### config.mk
export PLATFORM = sky130hd
export DESIGN_NAME = block_group_norm_threshold_top
export DESIGN_NICKNAME = d
export VERILOG_FILES = /design/src/hw/rtl/bgnt_pkg.sv /design/src/hw/rtl/bgnt_div.sv /design/src/hw/rtl/block_group_norm_threshold_top.sv
export VERILOG_INCLUDE_DIRS = /design/src /design/src/hw/rtl
export SDC_FILE = /design/constraint.sdc
export NUM_CORES = 2
export LEC_CHECK = 0
export ABC_AREA = 1
export ABC_CLOCK_PERIOD_IN_PS = 6400
export BUFFER_PORTS_ARGS = -buffer_cell sky130_fd_sc_hd__buf_2
export CORE_AREA = 3 3 487 489
export DETAILED_ROUTE_END_ITERATION = 8
export DIE_AREA = 0 0 490 492
export HOLD_SLACK_MARGIN = 0.15
export PLACE_DENSITY = 0.63
export SETUP_SLACK_MARGIN = 0.5
export SYNTH_ARGS = -nofsm -noshare
export SYNTH_HDL_FRONTEND = slang
export SYNTH_HIERARCHICAL = 1
export SYNTH_SLANG_ARGS = --single-unit
### constraint.sdc
create_clock -name i_clk -period 6.4 [get_ports i_clk]
set_input_delay 1.28 -clock i_clk [delete_from_list [all_inputs] [get_ports i_clk]]
set_output_delay 1.28 -clock i_clk [all_outputs]
set_load 0.02 [all_outputs]
### src/hw/rtl/block_group_norm_threshold_top_defines.svh
// assertion macros for the block group reduction top level
// needs i_clk and i_rst_n in the scope that uses them
`ifndef BLOCK_GROUP_NORM_THRESHOLD_TOP_DEFINES_SVH
`define BLOCK_GROUP_NORM_THRESHOLD_TOP_DEFINES_SVH

// condition holds at every edge out of reset
`define BGNT_CHECK(lbl, cond, msg) \
    lbl: assert property (@(posedge i_clk) disable iff (!i_rst_n) (cond)) else $error(msg);

// same-cycle implication
`define BGNT_IMPLIES(lbl, ante, cons, msg) \
    lbl: assert property (@(posedge i_clk) disable iff (!i_rst_n) (ante) |-> (cons)) \
        else $error(msg);

// next-cycle implication
`define BGNT_NEXT(lbl, ante, cons, msg) \
    lbl: assert property (@(posedge i_clk) disable iff (!i_rst_n) (ante) |=> (cons)) \
        else $error(msg);

`endif

### src/hw/rtl/bgnt_pkg.sv
// shared constants, register codes and types of the block group reduction
// no dependencies
`timescale 1ns / 1ps

package bgnt_pkg;

    localparam int VALUE_W   = 32;
    localparam int COEF_W    = 24;
    localparam int MODE_W    = 2;
    localparam int BLEN_W    = 9;
    localparam int SIGMA_W   = 23;
    localparam int CFG_W     = 23;
    localparam int CFG_IDX_W = 2;
    localparam int IDX_OUT_W = 6;
    localparam int IN_TDATA_W  = 24;
    localparam int OUT_TDATA_W = 40;

    localparam int DEF_MAX_BLOCKS       = 64;
    localparam int DEF_MAX_BLOCK_LENGTH = 256;

    // block reduction codes
    localparam logic [MODE_W-1:0] RG_SUM    = 2'd0;
    localparam logic [MODE_W-1:0] RG_MEAN   = 2'd1;
    localparam logic [MODE_W-1:0] RG_MAXABS = 2'd2;
    localparam logic [MODE_W-1:0] RG_ABSSUM = 2'd3;

    // output rule codes
    localparam logic [MODE_W-1:0] SEL_RAW   = 2'd0;
    localparam logic [MODE_W-1:0] SEL_TENTH = 2'd1;
    localparam logic [MODE_W-1:0] SEL_POS   = 2'd2;
    localparam logic [MODE_W-1:0] SEL_SIGMA = 2'd3;

    // register indexes
    localparam logic [CFG_IDX_W-1:0] REG_REGROUP = 2'd0;
    localparam logic [CFG_IDX_W-1:0] REG_SELECT  = 2'd1;
    localparam logic [CFG_IDX_W-1:0] REG_BLEN    = 2'd2;
    localparam logic [CFG_IDX_W-1:0] REG_SIGMA   = 2'd3;

    localparam logic [BLEN_W-1:0] RST_BLEN = 9'd1;

    localparam logic signed [VALUE_W-1:0] VALUE_MAX = 32'sh7FFF_FFFF;
    localparam logic signed [VALUE_W-1:0] VALUE_MIN = 32'sh8000_0000;

    typedef struct packed {
        logic                        done;
        logic signed [VALUE_W-1:0]   quotient;
    } t_div_rsp;

endpackage

### src/hw/rtl/bgnt_div.sv
// sequential signed-by-unsigned divider, one quotient bit per cycle
// depends on bgnt_pkg
`timescale 1ns / 1ps

module bgnt_div #(
    parameter int DIVISOR_W = $clog2(bgnt_pkg::DEF_MAX_BLOCK_LENGTH + 1)
) (
    input  logic                                  i_clk,
    input  logic                                  i_rst_n,
    input  logic                                  i_start,
    input  logic signed [bgnt_pkg::VALUE_W-1:0]   i_dividend,
    input  logic [DIVISOR_W-1:0]                  i_divisor,
    output bgnt_pkg::t_div_rsp                    o_rsp
);

    localparam int VW    = bgnt_pkg::VALUE_W;
    localparam int CNT_W = $clog2(VW);

    logic                 r_busy;
    logic                 r_done;
    logic [CNT_W-1:0]     r_cnt;
    logic [VW-1:0]        r_q;
    logic [DIVISOR_W-1:0] r_rem;
    logic [DIVISOR_W-1:0] r_div;
    logic                 r_neg;

    logic [DIVISOR_W:0]   shift_rem;
    logic [DIVISOR_W:0]   diff;
    logic                 ge;

    // restoring step on the magnitude
    always_comb begin
        shift_rem = {r_rem, r_q[VW-1]};
        ge        = shift_rem >= {1'b0, r_div};
        diff      = shift_rem - {1'b0, r_div};
    end

    always_ff @(posedge i_clk) begin
        if (!i_rst_n) begin
            r_busy <= 1'b0;
            r_done <= 1'b0;
            r_cnt  <= '0;
        end else begin
            r_done <= 1'b0;
            if (i_start) begin
                r_busy <= 1'b1;
                r_cnt  <= '0;
                r_q    <= i_dividend[VW-1] ? VW'(-i_dividend) : VW'(i_dividend);
                r_neg  <= i_dividend[VW-1];
                r_rem  <= '0;
                r_div  <= i_divisor;
            end else if (r_busy) begin
                r_q   <= {r_q[VW-2:0], ge};
                r_rem <= ge ? diff[DIVISOR_W-1:0] : shift_rem[DIVISOR_W-1:0];
                r_cnt <= r_cnt + CNT_W'(1);
                if (r_cnt == CNT_W'(VW - 1)) begin
                    r_busy <= 1'b0;
                    r_done <= 1'b1;
                end
            end
        end
    end

    assign o_rsp.done     = r_done;
    assign o_rsp.quotient = r_neg ? -$signed(r_q) : $signed(r_q);

endmodule

### src/hw/rtl/block_group_norm_threshold_top.sv
// block group reduction with threshold selection, top level
// depends on bgnt_pkg, bgnt_div and block_group_norm_threshold_top_defines.svh
// a coefficient is accepted in S_IDLE and reduced in S_ACC; closing a block in mean mode
// adds a wait in S_DIV for the bit-serial divider; a final word then emits results via S_RD, S_WR
// s_axis_tready is high only in S_IDLE, so a new coefficient is taken only after the last is reduced
// reset (sync, active low) clears run state and registers; the store needs no clearing pass
`timescale 1ns / 1ps
`include "block_group_norm_threshold_top_defines.svh"

module block_group_norm_threshold_top #(
    parameter int MAX_BLOCKS       = bgnt_pkg::DEF_MAX_BLOCKS,
    parameter int MAX_BLOCK_LENGTH = bgnt_pkg::DEF_MAX_BLOCK_LENGTH
) (
    input  logic                                i_clk,
    input  logic                                i_rst_n,
    // configuration write port
    input  logic                                i_cfg_we,
    input  logic [bgnt_pkg::CFG_IDX_W-1:0]      i_cfg_index,
    input  logic [bgnt_pkg::CFG_W-1:0]          i_cfg_data,
    // coefficient stream
    input  logic                                s_axis_tvalid,
    output logic                                s_axis_tready,
    input  logic [bgnt_pkg::IN_TDATA_W-1:0]     s_axis_tdata,   // [23:0] coefficient
    input  logic                                s_axis_tlast,   // final_item
    // block result stream
    output logic                                m_axis_tvalid,
    input  logic                                m_axis_tready,
    output logic [bgnt_pkg::OUT_TDATA_W-1:0]    m_axis_tdata,   // [5:0] block_index,
                                                                // [37:6] block_value, [39:38] 0
    output logic                                m_axis_tuser,   // error_flag
    output logic                                m_axis_tlast    // last_result
);

    localparam int VW     = bgnt_pkg::VALUE_W;
    localparam int CW     = bgnt_pkg::COEF_W;
    localparam int CNT_W  = $clog2(MAX_BLOCKS + 1);
    localparam int IDX_W  = (MAX_BLOCKS > 1) ? $clog2(MAX_BLOCKS) : 1;
    localparam int LEN_W  = $clog2(MAX_BLOCK_LENGTH + 1);
    localparam int PAD_W  = bgnt_pkg::OUT_TDATA_W - VW - bgnt_pkg::IDX_OUT_W;

    typedef enum logic [2:0] {
        S_IDLE,   // waiting for a coefficient
        S_ACC,    // fold the coefficient into the running reduction
        S_DIV,    // mean mode: wait for the block quotient
        S_FIN,    // final word: error check
        S_RD,     // read one stored block value
        S_WR      // select and hand it to the output register
    } t_state;

    // configuration registers
    logic [bgnt_pkg::MODE_W-1:0]   r_regroup;
    logic [bgnt_pkg::MODE_W-1:0]   r_select;
    logic [bgnt_pkg::BLEN_W-1:0]   r_blen;
    logic [bgnt_pkg::SIGMA_W-1:0]  r_sigma;

    // run state
    t_state                r_state, n_state;
    logic signed [CW-1:0]  r_coef;
    logic                  r_final;
    logic signed [VW-1:0]  r_acc, n_acc;
    logic [LEN_W-1:0]      r_pos, n_pos;
    logic [CNT_W-1:0]      r_blocks_done, n_blocks_done;
    logic signed [VW-1:0]  r_largest, n_largest;
    logic                  r_ovf, n_ovf;
    logic [IDX_W-1:0]      r_k, n_k;

    // output register
    logic                           r_out_valid, n_out_valid;
    logic [bgnt_pkg::IDX_OUT_W-1:0] r_out_index, n_out_index;
    logic signed [VW-1:0]           r_out_value, n_out_value;
    logic                           r_out_err, n_out_err;
    logic                           r_out_last, n_out_last;

    // block store
    logic signed [VW-1:0]  mem [MAX_BLOCKS];
    logic signed [VW-1:0]  r_rdata;
    logic                  mem_we;
    logic signed [VW-1:0]  mem_wd;
    logic                  rd_en;

    // divider
    logic                  div_start;
    bgnt_pkg::t_div_rsp    div_rsp;

    // datapath
    logic [LEN_W-1:0]      eff_len;
    logic signed [CW:0]    coef_x;
    logic signed [CW:0]    mag;
    logic signed [VW:0]    acc_x;
    logic signed [VW:0]    add_b;
    logic signed [VW:0]    sum;
    logic signed [VW-1:0]  sum_sat;
    logic signed [VW-1:0]  red_val;
    logic [LEN_W-1:0]      pos_inc;
    logic                  store_full;
    logic                  run_err;
    logic                  out_free;
    logic                  emit_last;
    logic signed [VW+3:0]  v36;
    logic signed [VW+3:0]  ten_v;
    logic [bgnt_pkg::SIGMA_W+1:0] three_sigma;
    logic                  sel_bit;
    logic signed [VW-1:0]  sel_val;

    assign s_axis_tready = (r_state == S_IDLE);

    // length clamped to 1..MAX_BLOCK_LENGTH
    always_comb begin
        if (r_blen == '0) begin
            eff_len = LEN_W'(1);
        end else if (r_blen > bgnt_pkg::BLEN_W'(MAX_BLOCK_LENGTH)) begin
            eff_len = LEN_W'(MAX_BLOCK_LENGTH);
        end else begin
            eff_len = LEN_W'(r_blen);
        end
    end

    // running reduction update with saturation
    always_comb begin
        coef_x  = {r_coef[CW-1], r_coef};
        mag     = coef_x[CW] ? -coef_x : coef_x;
        acc_x   = $signed({r_acc[VW-1], r_acc});
        add_b   = (r_regroup == bgnt_pkg::RG_ABSSUM) ? (VW+1)'(mag) : (VW+1)'(coef_x);
        sum     = acc_x + add_b;
        if (sum[VW] != sum[VW-1]) begin
            sum_sat = sum[VW] ? bgnt_pkg::VALUE_MIN : bgnt_pkg::VALUE_MAX;
        end else begin
            sum_sat = sum[VW-1:0];
        end
        if (r_regroup == bgnt_pkg::RG_MAXABS) begin
            red_val = ((VW+1)'(mag) > acc_x) ? VW'(mag) : r_acc;
        end else begin
            red_val = sum_sat;
        end
        pos_inc    = r_pos + LEN_W'(1);
        store_full = (r_blocks_done == CNT_W'(MAX_BLOCKS));
        run_err    = r_ovf || (r_pos != '0) || (r_blocks_done == '0);
        out_free   = !r_out_valid || m_axis_tready;
        emit_last  = ((CNT_W'(r_k) + CNT_W'(1)) == r_blocks_done);
    end

    // selection rule on a stored block value
    always_comb begin
        v36         = (VW+4)'(r_rdata);
        ten_v       = (v36 <<< 3) + (v36 <<< 1);
        three_sigma = (bgnt_pkg::SIGMA_W+2)'(r_sigma) + (bgnt_pkg::SIGMA_W+2)'({r_sigma, 1'b0});
        case (r_select)
            bgnt_pkg::SEL_TENTH: sel_bit = ten_v > (VW+4)'(r_largest);
            bgnt_pkg::SEL_POS:   sel_bit = r_rdata > 0;
            bgnt_pkg::SEL_SIGMA: sel_bit = (VW+2)'(r_rdata) > $signed({7'b0, three_sigma});
            default:             sel_bit = 1'b0;
        endcase
        sel_val = (r_select == bgnt_pkg::SEL_RAW) ? r_rdata : VW'(sel_bit);
    end

    // control and run state next values
    always_comb begin
        n_state       = r_state;
        n_acc         = r_acc;
        n_pos         = r_pos;
        n_blocks_done = r_blocks_done;
        n_largest     = r_largest;
        n_ovf         = r_ovf;
        n_k           = r_k;
        n_out_valid   = r_out_valid && !m_axis_tready;
        n_out_index   = r_out_index;
        n_out_value   = r_out_value;
        n_out_err     = r_out_err;
        n_out_last    = r_out_last;
        mem_we        = 1'b0;
        mem_wd        = red_val;
        rd_en         = 1'b0;
        div_start     = 1'b0;

        case (r_state)
            S_IDLE: begin
                if (s_axis_tvalid) begin
                    n_state = S_ACC;
                end
            end
            S_ACC: begin
                n_state = r_final ? S_FIN : S_IDLE;
                if (store_full) begin
                    // coefficient dropped
                    n_ovf = 1'b1;
                end else if (pos_inc >= eff_len) begin
                    n_pos = '0;
                    n_acc = '0;
                    if (r_regroup == bgnt_pkg::RG_MEAN) begin
                        div_start = 1'b1;
                        n_state   = S_DIV;
                    end else begin
                        mem_we        = 1'b1;
                        n_blocks_done = r_blocks_done + CNT_W'(1);
                        if (red_val > r_largest) begin
                            n_largest = red_val;
                        end
                    end
                end else begin
                    n_pos = pos_inc;
                    n_acc = red_val;
                end
            end
            S_DIV: begin
                mem_wd = div_rsp.quotient;
                if (div_rsp.done) begin
                    mem_we        = 1'b1;
                    n_blocks_done = r_blocks_done + CNT_W'(1);
                    if (div_rsp.quotient > r_largest) begin
                        n_largest = div_rsp.quotient;
                    end
                    n_state = r_final ? S_FIN : S_IDLE;
                end
            end
            S_FIN: begin
                if (run_err) begin
                    if (out_free) begin
                        n_out_valid   = 1'b1;
                        n_out_index   = '0;
                        n_out_value   = '0;
                        n_out_err     = 1'b1;
                        n_out_last    = 1'b1;
                        n_acc         = '0;
                        n_pos         = '0;
                        n_blocks_done = '0;
                        n_largest     = bgnt_pkg::VALUE_MIN;
                        n_ovf         = 1'b0;
                        n_state       = S_IDLE;
                    end
                end else begin
                    n_k     = '0;
                    n_state = S_RD;
                end
            end
            S_RD: begin
                rd_en   = 1'b1;
                n_state = S_WR;
            end
            S_WR: begin
                if (out_free) begin
                    n_out_valid = 1'b1;
                    n_out_index = bgnt_pkg::IDX_OUT_W'(r_k);
                    n_out_value = sel_val;
                    n_out_err   = 1'b0;
                    n_out_last  = emit_last;
                    if (emit_last) begin
                        n_acc         = '0;
                        n_pos         = '0;
                        n_blocks_done = '0;
                        n_largest     = bgnt_pkg::VALUE_MIN;
                        n_ovf         = 1'b0;
                        n_state       = S_IDLE;
                    end else begin
                        n_k     = r_k + IDX_W'(1);
                        n_state = S_RD;
                    end
                end
            end
            default: begin
                n_state = S_IDLE;
            end
        endcase
    end

    // state, run registers, configuration and output register
    always_ff @(posedge i_clk) begin
        if (!i_rst_n) begin
            r_state       <= S_IDLE;
            r_acc         <= '0;
            r_pos         <= '0;
            r_blocks_done <= '0;
            r_largest     <= bgnt_pkg::VALUE_MIN;
            r_ovf         <= 1'b0;
            r_k           <= '0;
            r_out_valid   <= 1'b0;
            r_regroup     <= bgnt_pkg::RG_SUM;
            r_select      <= bgnt_pkg::SEL_SIGMA;
            r_blen        <= bgnt_pkg::RST_BLEN;
            r_sigma       <= '0;
        end else begin
            r_state       <= n_state;
            r_acc         <= n_acc;
            r_pos         <= n_pos;
            r_blocks_done <= n_blocks_done;
            r_largest     <= n_largest;
            r_ovf         <= n_ovf;
            r_k           <= n_k;
            r_out_valid   <= n_out_valid;
            r_out_index   <= n_out_index;
            r_out_value   <= n_out_value;
            r_out_err     <= n_out_err;
            r_out_last    <= n_out_last;
            if (s_axis_tvalid && s_axis_tready) begin
                r_coef  <= s_axis_tdata[CW-1:0];
                r_final <= s_axis_tlast;
            end
            if (i_cfg_we) begin
                case (i_cfg_index)
                    bgnt_pkg::REG_REGROUP: r_regroup <= i_cfg_data[bgnt_pkg::MODE_W-1:0];
                    bgnt_pkg::REG_SELECT:  r_select  <= i_cfg_data[bgnt_pkg::MODE_W-1:0];
                    bgnt_pkg::REG_BLEN:    r_blen    <= i_cfg_data[bgnt_pkg::BLEN_W-1:0];
                    bgnt_pkg::REG_SIGMA:   r_sigma   <= i_cfg_data[bgnt_pkg::SIGMA_W-1:0];
                    default: begin
                    end
                endcase
            end
        end
    end

    // block store: one write port, one registered read port
    always_ff @(posedge i_clk) begin
        if (mem_we) begin
            mem[r_blocks_done[IDX_W-1:0]] <= mem_wd;
        end
        if (rd_en) begin
            r_rdata <= mem[r_k];
        end
    end

    bgnt_div #(
        .DIVISOR_W (LEN_W)
    ) u_div (
        .i_clk      (i_clk),
        .i_rst_n    (i_rst_n),
        .i_start    (div_start),
        .i_dividend (red_val),
        .i_divisor  (eff_len),
        .o_rsp      (div_rsp)
    );

    assign m_axis_tvalid = r_out_valid;
    assign m_axis_tdata  = {{PAD_W{1'b0}}, r_out_value, r_out_index};
    assign m_axis_tuser  = r_out_err;
    assign m_axis_tlast  = r_out_last;

    // checks
    `BGNT_CHECK(a_cnt_bound, r_blocks_done <= CNT_W'(MAX_BLOCKS), "block count past store depth")
    `BGNT_IMPLIES(a_store_wr, mem_we, !store_full, "block store written while full")
    `BGNT_IMPLIES(a_err_word, m_axis_tvalid && m_axis_tuser, m_axis_tlast && (m_axis_tdata == '0), "bad error word")
    `BGNT_NEXT(a_run_clear, (r_state == S_WR) && out_free && emit_last, (r_blocks_done == '0) && !r_ovf, "run not cleared after last result")

endmodule

==> qor.csv <==
metric;value;unit
CTS Buf Count;236;
fmax;0.178;GHz
most common cell after layout, fill and taps aside;edfxtp_1;
Setup WS post-layout;0.789;ns
Placer Congestion;0.925;
Avg Inst Size Synth;10.9;um2
ANT nets after route;0;
crit path max fanout;16;
final instance area;119000;um2
synthesized area;105000;um2
Fill cells;20200;
Detail Placement HPWL;204000;um
CTS Buffer Depth;3;
Post-synth EDFFs;2196;
Placed Cells;12600;
Area Growth Syn to Fin;13.8;%
Startpoint Class;flop;
Hold Vio Cnt, Final;0;
final net count;10100;
htree depth;4;
core footprint;233000;um2
most used flip-flop cell after synthesis;edfxtp_1;
status;finished clean;
# port buffers;96;
Final Setup Violations;0;
Setup CP Type;reg -> reg;
vias in the first global route;73300;
RSZ-0062 raised after global routing;false;
# IOs;99;
Crit. End Element;flop;
global-route wire length before repair;487000;um
clock root buffer;clkbuf_16;
Die W;490;um
clock slew at reported path FFs;0.06;ns
Leak;42.4;nW
Layout Cells excl Fill;13100;
GRT Total Usage;26.9;%
clk_skew;0.0948;ns
Slew Limit Fails;0;
Placed Area;110000;um2
Routed WL;335000;um
Power Dens Cells;324;nW/um2
Required @ worst endpoint;7.20;ns
GRT Residual Overflow;0;
DRT iter0 DRCs;9979;
die area;241000;um2
Clock Latency Late Sink;0.93;ns
share of the synthesized area in the top cell type;62.9;%
Mapped Cells;9659;
Hold Slack;0.460;ns
drt pass-1 iters;9;
Max-slew headroom;5.33;%
reg-to-reg setup timing slack;0.79;ns
# rows;177;
Max Cap Violations;0;
CTS tree;built;
synth warn;6;
HP Class;reg -> reg;
worst-margin pin slew;1.42;ns
#FFs+latches synth;2330;
vias per inst;5.95;
slowest stage delay, CP;0.47;ns
final worst path period share;87.7;%
share of cells above drive strength 1;10.9;%
Final min period;5.61;ns
area leader, netlist;edfxtp_1;
peak supply drop;0.000262;V
Synth async-reset ratio;0;%
most frequent cells in the layout;2,196 x edfxtp_1, 1,708 x nor2_1, 1,325 x o21ai_0;
Residual DRC;0;
post-synthesis cell type count;62;
# clock sinks;2330;
Vias;78100;
DR WL/cell;25.5;um
largest net degree at the start of global routing;212;
dpl ws;0.333;ns
Sum Neg Setup Slack;0;ns
sequential cell area fraction in the yosys report;65.4;%
Die Y;492;um
Initial Util;45.1;%
Crit-path slowest cell;edfxtp_1;
initial antenna violation count;16;
Critical Path AT;6.41;ns
synth top area cells;edfxtp_1 63%, nor2_1 6.4%, o21ai_0 6.4%;
[flip-flops by register name (all words and copies together), names as in the netlist, 23 cells and up]
name,flops
mem,2048
r_acc,32
r_coef,24
r_largest,32
r_out_value,32
r_rdata,32
r_sigma,23
u_div/r_q,32
[worst paths after layout]
kind                                start       endpoint  cells after the start
worst max-delay path            r_coef[4]  r_largest[13]                     38
worst min-delay path                r_ovf          r_ovf                      2
worst max register to register  r_coef[4]  r_largest[13]                     38
worst min register to register      r_ovf          r_ovf                      2
[cell usage after synthesis, drive strengths merged (2+ instances only)]
master / n
a211oi: 5
a21boi: 6
a21o: 11
a21oi: 313
a221oi: 2
a31oi: 9
and2: 9
and3: 2
buf: 141
clkbuf: 408
clkinv: 3
dfxtp: 134
edfxtp: 2196
fa: 4
ha: 272
inv: 492
nand2: 1062
nand3: 260
nand3b: 12
nand4: 82
nor2: 1823
nor3: 42
nor3b: 4
nor4: 14
o211ai: 14
o21a: 13
o21ai: 1483
o21bai: 24
o221ai: 2
o22ai: 633
o31ai: 2
o32ai: 34
or2: 4
xnor2: 42
xor2: 94
[cells by family (layout without fill, tap and decap cells)]
kind of cell    after synthesis  in the layout  share of synthesized area, %
simple gates               3316           3316                          12.8
compound gates             2555           2555                          13.3
flops                      2330           2330                          65.4
buf+inv                    1044           1352                          4.00
fa+ha+maj                   276            276                          3.32
xor+xnor                    137            137                          1.16
other cells                   1             22                       0.00357
[metal layers]
| metal | part of all wire [%] | vias to the layer above | global-route usage (%) |
|---|---|---|---|
| met3 | 9.9 | 615 | 4.98 |
| li1 | - | 34900 | - |
| met1 | 42 | 38700 | 38.2 |
| met2 | 45 | 3968 | 41.3 |
| met5 | 0.017 | - | 0 |
| met4 | 3.7 | 8 | 9.77 |
[per-stage QoR]
stage | power (W) | util [%]
detailed placement | 0.0245 | 47.4
floorplan | 0.0217 | -
global route | 0.0400 | 51.3
CTS | 0.0386 | 50.9
global placement | 0.0243 | 47.4
finish | 0.0387 | 51.3
[final cells by class]
cell class / instances / area (um2) / share of cell area (%)
well taps: 3132 / 3920 / 3.28
diodes: 12 / 30.0 / 0.0251
multi-input cells: 6294 / 33500 / 28.1
inverters: 495 / 1890 / 1.58
flip-flops and latches: 2330 / 68600 / 57.5
clock inverters: 162 / 1980 / 1.66
clock buffers: 281 / 6140 / 5.14
repair buffers: 414 / 3310 / 2.78
[critical path, delay by kind of cell, from the launching register on]
family	cells	cell delay (ns)
DFF	1	0.47
AOI/OAI and AO/OA	5	0.83
and+or+nand+nor	26	2.84
buffers and inverters	5	0.74
adders and majority gates	2	0.65
[power by group]
| part | internal, W | leakage, nW | switching [W] |
|---|---|---|---|
| clock | 0.00823 | 3.90 | 0.00607 |
| sequential | 0.0182 | 21.0 | 0.000112 |
| combinational | 0.00150 | 17.5 | 0.00465 |
| total | 0.0279 | 42.4 | 0.0108 |
[what timing repair did]
action | 4_1_cts | 5_1_grt
pin swaps | 1 | 50
resized for setup | 11 | 136
gates cloned | 0 | 3
hold buffers | 0 | 0
setup endpoints to repair | 32 | 61
buffers inserted | 1 | 33
No activity file was read; power rests on OpenSTA's default activity.
